[config.mk]
export PLATFORM = sky130hd
export DESIGN_NAME = sliding_window_ack_tracker_top
export DESIGN_NICKNAME = d
export VERILOG_FILES = /design/src/swat_pkg.sv /design/src/sliding_window_ack_tracker_top.sv /design/src/swat_mark_ram.sv /design/src/swat_win_unit.sv
export SDC_FILE = /design/constraint.sdc
export NUM_CORES = 2
export LEC_CHECK = 0
export BUFFER_PORTS_ARGS = -buffer_cell sky130_fd_sc_hd__buf_2
export CORE_MARGIN = 2
export CORE_UTILIZATION = 50
export CTS_BUF_LIST = sky130_fd_sc_hd__clkbuf_16
export CTS_CLUSTER_DIAMETER = 200
export DETAILED_ROUTE_END_ITERATION = 10
export PLACE_DENSITY = 0.69
export SYNTH_ARGS = -nofsm -noshare
export SYNTH_HDL_FRONTEND = slang
export SYNTH_SLANG_ARGS = --single-unit
[constraint.sdc]
create_clock -name clk -period 20.9 [get_ports clk]
set_input_delay 1.045 -clock clk [delete_from_list [all_inputs] [get_ports clk]]
set_output_delay 1.045 -clock clk [all_outputs]
set_load 0.005 [all_outputs]
[src/swat_pkg.sv]
// Shared types, constants and window arithmetic for the ack tracker.
package swat_pkg;

  localparam int FRAME_W   = 48;
  localparam int WIN_W     = 7;
  localparam int SLOT_IN_W = 10;
  localparam int CFG_IDX_W = 2;

  // Configuration register indexes
  localparam logic [CFG_IDX_W-1:0] REG_SS_THRESH = 2'd0;
  localparam logic [CFG_IDX_W-1:0] REG_WIN_LIMIT = 2'd1;
  localparam logic [CFG_IDX_W-1:0] REG_INIT_WIN  = 2'd2;

  // Register reset values
  localparam logic [WIN_W-1:0] SS_THRESH_RST = 7'd32;
  localparam logic [WIN_W-1:0] WIN_LIMIT_RST = 7'd64;
  localparam logic [WIN_W-1:0] INIT_WIN_RST  = 7'd16;

  // Window operation requested by the sequencer
  typedef struct packed {
    logic grow;
    logic shrink;
  } win_cmd_t;

  // Limit register clamped to [1, max_win]
  function automatic logic [WIN_W-1:0] eff_limit(input logic [WIN_W-1:0] lim,
                                                 input logic [WIN_W-1:0] max_win);
    logic [WIN_W-1:0] r;
    r = lim;
    if (r == '0) r = 7'd1;
    if (r > max_win) r = max_win;
    return r;
  endfunction

  // Window candidate (one bit of headroom) clamped to [1, lim]
  function automatic logic [WIN_W-1:0] clamp_win(input logic [WIN_W:0]   w,
                                                 input logic [WIN_W-1:0] lim);
    logic [WIN_W-1:0] r;
    if (w > {1'b0, lim}) r = lim;
    else                 r = w[WIN_W-1:0];
    if (r == '0) r = 7'd1;
    return r;
  endfunction

endpackage

[src/sliding_window_ack_tracker_top.sv]
// Top level: selective-repeat sender window with AIMD congestion control.
//
//  channel   | ports                                            | handshake
//  ----------+--------------------------------------------------+-------------------------
//  command   | action, ack_index, end_known, end_frame          | start & !busy
//  result    | base_frame, window_size, all_acked               | valid, one cycle, no stall
//  config    | cfg_addr, cfg_wdata                              | cfg_wr_en, no wait
//
//  Sequencing: a timeout or an ack of a non-base slot goes from idle straight
//  to the result strobe. An ack of the base slot enters the check state; each
//  slide step clears the passed slot in check and waits for the next mark in
//  the wait state, and the slide stops at an unmarked slot or at the end frame
//  (it slides at most RING_DEPTH slots). busy holds through the strobe cycle,
//  so the next transaction is taken in the cycle after it. Each slide step is
//  a check/clear state plus one mark memory read, so the mark RAM read latency
//  sets the step rate.
//  After reset a clearing pass sweeps every slot of the mark RAM;
//  busy is high throughout and no transaction is taken. Config writes are
//  taken at any time. The receiver cannot stall: each result shows for one
//  cycle under valid. RING_DEPTH must be a power of two.
module sliding_window_ack_tracker_top #(
  parameter int RING_DEPTH = 1024,
  parameter int MAX_WINDOW = 64
) (
  input  logic                                clk,
  input  logic                                rst,
  // command transaction
  input  logic                                start,
  output logic                                busy,
  input  logic                                action,
  input  logic [swat_pkg::SLOT_IN_W-1:0]      ack_index,
  input  logic                                end_known,
  input  logic [swat_pkg::FRAME_W-1:0]        end_frame,
  // result transaction
  output logic                                valid,
  output logic [swat_pkg::FRAME_W-1:0]        base_frame,
  output logic [swat_pkg::WIN_W-1:0]          window_size,
  output logic                                all_acked,
  // configuration writes
  input  logic                                cfg_wr_en,
  input  logic [swat_pkg::CFG_IDX_W-1:0]      cfg_addr,
  input  logic [swat_pkg::WIN_W-1:0]          cfg_wdata
);
  import swat_pkg::*;

  localparam int RAW = $clog2(RING_DEPTH);
  localparam int XW  = (RAW > SLOT_IN_W) ? RAW : SLOT_IN_W;

  // Sequencer states
  localparam logic [2:0] S_CLEAR = 3'd0;  // post-reset sweep of the mark RAM
  localparam logic [2:0] S_IDLE  = 3'd1;
  localparam logic [2:0] S_CHECK = 3'd2;  // base slot known marked
  localparam logic [2:0] S_WAIT  = 3'd3;  // mark of new base slot arriving
  localparam logic [2:0] S_DONE  = 3'd4;  // result strobe

  logic [2:0]         state;
  logic [2:0]         state_next;
  logic [RAW-1:0]     clr_cnt;
  logic [FRAME_W-1:0] base;
  logic [FRAME_W-1:0] base_inc;
  logic               end_known_q;
  logic [FRAME_W-1:0] end_frame_q;
  logic               acked_q;

  logic [XW-1:0]      slot_ext;
  logic [RAW-1:0]     slot;
  logic [RAW-1:0]     base_slot;
  logic               end_hit;

  logic               ram_we;
  logic [RAW-1:0]     ram_waddr;
  logic               ram_wdata;
  logic [RAW-1:0]     ram_raddr;
  logic               ram_rdata;

  win_cmd_t           win_cmd;

  assign slot_ext  = XW'(ack_index);
  assign slot      = slot_ext[RAW-1:0];
  assign base_slot = base[RAW-1:0];
  // the shared wide unit: one increment and one equality per step
  assign base_inc  = base + 48'd1;
  assign end_hit   = end_known_q && (end_frame_q == base);

  // Sequencer and RAM port steering
  always_comb begin
    state_next = state;
    ram_we     = 1'b0;
    ram_waddr  = base_slot;
    ram_wdata  = 1'b0;
    ram_raddr  = base_inc[RAW-1:0];
    win_cmd    = '0;
    case (state)
      S_CLEAR: begin
        ram_we    = 1'b1;
        ram_waddr = clr_cnt;
        if (clr_cnt == '1) state_next = S_IDLE;
      end
      S_IDLE: begin
        if (start) begin
          if (action) begin
            win_cmd.shrink = 1'b1;
            state_next     = S_DONE;
          end else begin
            ram_we     = 1'b1;
            ram_waddr  = slot;
            ram_wdata  = 1'b1;
            state_next = (slot == base_slot) ? S_CHECK : S_DONE;
          end
        end
      end
      S_CHECK: begin
        if (end_hit) begin
          win_cmd.grow = 1'b1;
          state_next   = S_DONE;
        end else begin
          ram_we     = 1'b1;   // clear passed slot, fetch the next one
          state_next = S_WAIT;
        end
      end
      S_WAIT: begin
        if (ram_rdata) begin
          state_next = S_CHECK;
        end else begin
          win_cmd.grow = 1'b1;
          state_next   = S_DONE;
        end
      end
      S_DONE: state_next = S_IDLE;
      default: state_next = S_IDLE;
    endcase
  end

  always_ff @(posedge clk) begin
    if (rst) begin
      state   <= S_CLEAR;
      clr_cnt <= '0;
      base    <= '0;
      acked_q <= 1'b0;
    end else begin
      state <= state_next;
      if (state == S_CLEAR) clr_cnt <= clr_cnt + 1'b1;
      if (state == S_IDLE && start) acked_q <= 1'b0;
      if (state == S_CHECK) begin
        if (end_hit) acked_q <= 1'b1;
        else         base    <= base_inc;
      end
    end
  end

  // command payload held for the slide
  always_ff @(posedge clk) begin
    if (state == S_IDLE && start) begin
      end_known_q <= end_known;
      end_frame_q <= end_frame;
    end
  end

  swat_mark_ram #(
    .DEPTH (RING_DEPTH),
    .AW    (RAW)
  ) u_marks (
    .clk   (clk),
    .we    (ram_we),
    .waddr (ram_waddr),
    .wdata (ram_wdata),
    .raddr (ram_raddr),
    .rdata (ram_rdata)
  );

  swat_win_unit #(
    .MAX_WINDOW (MAX_WINDOW)
  ) u_win (
    .clk       (clk),
    .rst       (rst),
    .cmd       (win_cmd),
    .cfg_wr_en (cfg_wr_en),
    .cfg_addr  (cfg_addr),
    .cfg_wdata (cfg_wdata),
    .window    (window_size)
  );

  assign busy       = (state != S_IDLE);
  assign valid      = (state == S_DONE);
  assign base_frame = base;
  assign all_acked  = acked_q;

endmodule

[src/swat_mark_ram.sv]
// Single-bit mark memory: one write port, one registered read port.
module swat_mark_ram #(
  parameter int DEPTH = 1024,
  parameter int AW    = 10
) (
  input  logic          clk,
  input  logic          we,
  input  logic [AW-1:0] waddr,
  input  logic          wdata,
  input  logic [AW-1:0] raddr,
  output logic          rdata
);

  logic mem [DEPTH];

  always_ff @(posedge clk) begin
    if (we) begin
      mem[waddr] <= wdata;
    end
  end

  always_ff @(posedge clk) begin
    rdata <= mem[raddr];
  end

endmodule

[src/swat_win_unit.sv]
// Congestion window register, its configuration and the grow/shrink unit.
module swat_win_unit #(
  parameter int MAX_WINDOW = 64
) (
  input  logic                              clk,
  input  logic                              rst,
  input  swat_pkg::win_cmd_t                cmd,
  input  logic                              cfg_wr_en,
  input  logic [swat_pkg::CFG_IDX_W-1:0]    cfg_addr,
  input  logic [swat_pkg::WIN_W-1:0]        cfg_wdata,
  output logic [swat_pkg::WIN_W-1:0]        window
);
  import swat_pkg::*;

  localparam logic [WIN_W-1:0] MAX_W = WIN_W'(MAX_WINDOW);
  localparam logic [WIN_W-1:0] WIN_RST =
    clamp_win({1'b0, INIT_WIN_RST}, eff_limit(WIN_LIMIT_RST, MAX_W));

  logic [WIN_W-1:0] ss_thresh;
  logic [WIN_W-1:0] win_limit;
  logic [WIN_W-1:0] lim;
  logic [WIN_W:0]   cand;
  logic [WIN_W-1:0] window_next;

  assign lim = eff_limit(win_limit, MAX_W);

  always_comb begin
    cand = {1'b0, window};
    if (cmd.shrink) begin
      cand = {2'b00, window[WIN_W-1:1]};
    end else if (window < ss_thresh) begin
      cand = {window, 1'b0};
      if (cand > {1'b0, ss_thresh}) cand = {1'b0, ss_thresh};
    end else begin
      cand = {1'b0, window} + 8'd1;
    end
    window_next = clamp_win(cand, lim);
  end

  // the initial window value only matters at the moment it is written
  always_ff @(posedge clk) begin
    if (rst) begin
      ss_thresh <= SS_THRESH_RST;
      win_limit <= WIN_LIMIT_RST;
      window    <= WIN_RST;
    end else if (cfg_wr_en) begin
      case (cfg_addr)
        REG_SS_THRESH: ss_thresh <= cfg_wdata;
        REG_WIN_LIMIT: win_limit <= cfg_wdata;
        REG_INIT_WIN: begin
          window <= clamp_win({1'b0, cfg_wdata}, lim);
        end
        default: ;
      endcase
    end else if (cmd.grow || cmd.shrink) begin
      window <= window_next;
    end
  end

endmodule

==> summary.md <==
| Metric | Value |
|---|---|
| Async S/R FF share, synth | 0% |
| Final number of hold-violating endpoints | 0 |
| Row Count | 117 |
| Critical path's most frequent cell | buf_4 |
| Core area | ~100,000 µm² |
| Yosys reg bits | between 1,000 and 1,500 |
| Main flop type after synthesis | edfxtp_1 |
| Total Nets Final | about 3,700 |
| Share of cells above drive strength 1 | around a fifth |
| Final WL | 129,600 µm |
| Routed length per instance | 25.58 µm |
| HPWL after DPL | 69,750 µm |
| Clk_lat worst skew | just under 0.7 ns |
| Top cells by area, synth | edfxtp_1, mux4_2, nor2_1, dfxtp_1, clkbuf_1 |
| Final worst path period share | about 28% |
| IO Port Bufs | between 100 and 150 |
| PwrDens | 81.40 nW/µm² |
| Synthesized area per cell | approximately 14 µm² |
| Final slew viol count | 0 |
| Die Width | 323.7 µm |
| Mapped Nets | 3,700 |
| Sw frac | roughly 20% |
| Synth warn | 0 |
| Area share of the leading cell type in the synthesized netlist | 63.03% |
| Yosys cell types | 66 |
| Post-DRT Antenna Nets | 0 |
| GRT Util Overall | roughly a quarter |
| Worst-case clock buffer depth | 3 |
| CTS tree | done |
| Global-route wire length before repair | ~190,000 µm |
| Die H | around 320 µm |
| Grt ovf | 0 |
| Clock Power Share | about 43% |
| Syn Inst Count | around 3,600 |
| Crit. End Element | flip-flop |
| Combinational share of power | 2.2% |
| CTS buffer count | between 100 and 150 |
| H-tree levels | 3 |
| Final WS setup | between 15 and 20 ns |
| Fill count | roughly 8,000 |
| Vias in the first global route | ~30,000 |
| Residual DRC count | 0 |
| Multi-input gate area | between 15,000 and 20,000 µm² |
| Rel. slew slack | 18.81% |
| Register share of total power | 54.4% |
| Clk sink count | 1,157 |
| CTS Hold Bufs | 0 |
| Outcome | complete, no violations |
| Min-Delay Path Class | reg2reg |
| TritonRoute pass-1 iters | 7 |
| Clock slew at reported path FFs | roughly 0.060 ns |
| Post-CTS setup buffers | 0 |
| Slew at the pin with the worst max-slew slack | 1.213 ns |
| Worst Skew | approximately 0.024 ns |
| Die area | approximately 100,000 µm² |
| Worst Path Buf+Inv | 3 |
| Dpl ws | 14.74 ns |
| DR vias/cell | 6.094 |
| Setup TNS Final | 0 ns |
| Slowest stage cell, crit path | buf_4 |
| Seq/Total Area, Yosys | between 60% and 70% |
| Initial antenna violation count | 3 |
| Cell taking the most area after synthesis | edfxtp_1 |
| EDFF count, synth | about 1,100 |
| Psw | 0.0009325 W |
| Iter 0 DRT Violations | between 3,000 and 4,000 |
| Crit-path max FO | 293 |
| Cell Area, Synth | about 51,000 µm² |
| P_leak | roughly 20 nW |
| FMAX | 0.1699 GHz |
| Data arrival time of the critical path | 6.25 ns |
| Crit path required time | 21.26 ns |
| Pin count of the biggest net entering global routing | 294 |
| Initial Util | around half |
| Io pins | roughly 130 |
| Worst setup SP type | flip-flop |
| Register area | around 34,000 µm² |
| Area Overhead vs Synth | 10.37% |
| CTS resizes | 0 |
| Internal power | 0.003660 W |
| Setup repair after global routing missed its margin | false |
| Root buf cell | clkbuf_16 |
| Family with the most delay on the worst path | buffers and inverters |
| Max_cap viols | 0 |
| Final setup fails | 0 |
| Worst path max stage delay | ~0.90 ns |
| Worst VDD drop | between 0.00006 and 0.00007 V |
| Setup Crit Path Kind | reg2reg |
| Crit path cell chain | nand3_1 > nor2_4 > buf_12 > buf_4 > o31ai_1 > a21oi_1 > nand2_2 > buf_4 > nor2_1 |
| GPL Wtd Cong | around 0.82 |
| Via total after detailed routing | approximately 30,000 |
| Period minus WS final | around 5.9 ns |
[per-layer routing]
| layer | share of wire, % | vias up | global-route usage (%) |
|---|---|---|---|
| li1 | - | 13190 | - |
| met1 | 39 | 15880 | 33.39 |
| met2 | 48 | 1540 | 40.42 |
| met3 | 9.8 | 259 | 4.614 |
| met4 | 3.2 | 6 | 8.292 |
| met5 | 0.028 | - | 0 |
[state kept, by name, summed over array words and instances (netlist names)]
name,cells
u_marks.mem,1024
base_frame,48
end_frame_q,48
clr_cnt,10
u_win.ss_thresh,7
u_win.win_limit,7
u_win.window,7
state,3
all_acked,1
end_known_q,1
u_marks.rdata,1
[synthesized netlist by cell type (all sizes together) (5+ instances only)]
cell    number
nand4       16
a22o        20
o22ai        5
mux4       320
a21oi       44
nor2      1143
or3         15
buf        102
xor2        58
a21o         8
o211ai      12
clkbuf     201
a22oi       16
a221o        9
inv         34
nor3        23
xnor2       54
nand2      143
ha          29
and2         8
a31oi        5
nor2b       10
a221oi       7
mux2i       11
o21ai       30
edfxtp    1073
dfxtp       84
nor4        13
nand3       35
and3        22
[stage by stage]
stage	instance area, µm²	hold slack, ns	utilization [%]	power (W)	cells
2_1_floorplan	51120	0.4552	-	0.002609	3598
4_1_cts	56420	0.4946	55.53	0.004616	5066
3_3_place_gp	52810	0.4676	51.98	0.002646	4854
6_report	56420	0.4874	55.53	0.004593	5067
5_1_grt	56420	0.5150	55.53	0.004707	5066
3_5_place_dp	52810	0.4793	51.98	0.002647	4854
[cell usage in the layout, fill, tap and decap left out, types with 15 or more instances in the layout]
cell type / count
o21ai_0: 28
nor3_1: 22
buf_2: 130
nand4_1: 16
clkinv_2: 24
buf_4: 57
xor2_1: 57
clkinv_1: 23
a22oi_1: 16
nand2_1: 111
ha_1: 28
or3_1: 15
nand2_2: 32
inv_1: 65
clkbuf_16: 117
xnor2_1: 52
nand3_1: 35
and3_1: 22
edfxtp_1: 1073
a21oi_1: 42
mux4_2: 320
dfxtp_1: 83
nor2_1: 1140
a22o_1: 20
[final timing paths]
kind	start	to	slack, ns	cells after the start
worst min register to register	u_win.win_limit[0]	u_win.win_limit[0]	0.49	2
worst min-delay path	u_win.win_limit[0]	u_win.win_limit[0]	0.49	2
worst max-delay path	state[0]	u_marks.mem[87]	15.01	9
worst max register to register	state[0]	u_marks.mem[87]	15.01	9
[power groups by stage]
stage	clock network (W)	registers, W	logic [W]
3_5_place_dp	0	0.00255	0.0000990
4_1_cts	0.00202	0.00250	0.000101
3_3_place_gp	0	0.00255	0.0000979
6_report	0.00199	0.00250	0.000102
2_1_floorplan	0	0.00255	0.0000616
5_1_grt	0.00210	0.00250	0.000111
[logic make-up after synthesis]
logic type                 count (synthesis)  share of synthesized area, %
DFF                                     1157                         66.32
and+or+nand+nor                         1444                         11.29
xor gates and xnor gates                 112                         1.934
buffers and inverters                    338                         2.852
AOI/OAI and AO/OA                        185                         2.533
adders and majority gates                 29                        0.7098
muxes                                    333                         14.36
[layout make-up]
class | instances | area share (%)
Timing Repair Buffer | 191 | 2.054
Sequential cell | 1157 | 60.10
Clock buffer | 117 | 5.189
Antenna cell | 1 | 0.004435
Multi-Input combinational cell | 2103 | 28.18
Inverter | 35 | 0.2329
Clock inverter | 95 | 1.209
Tap cell | 1368 | 3.034
[worst min-delay path, stage by stage, from the launching register on]
cell and delay [ns]:
dfxtp_1 0.33, a21oi_1 0.06, nor2_1 0.07
Power figures use the tool's default switching activity.
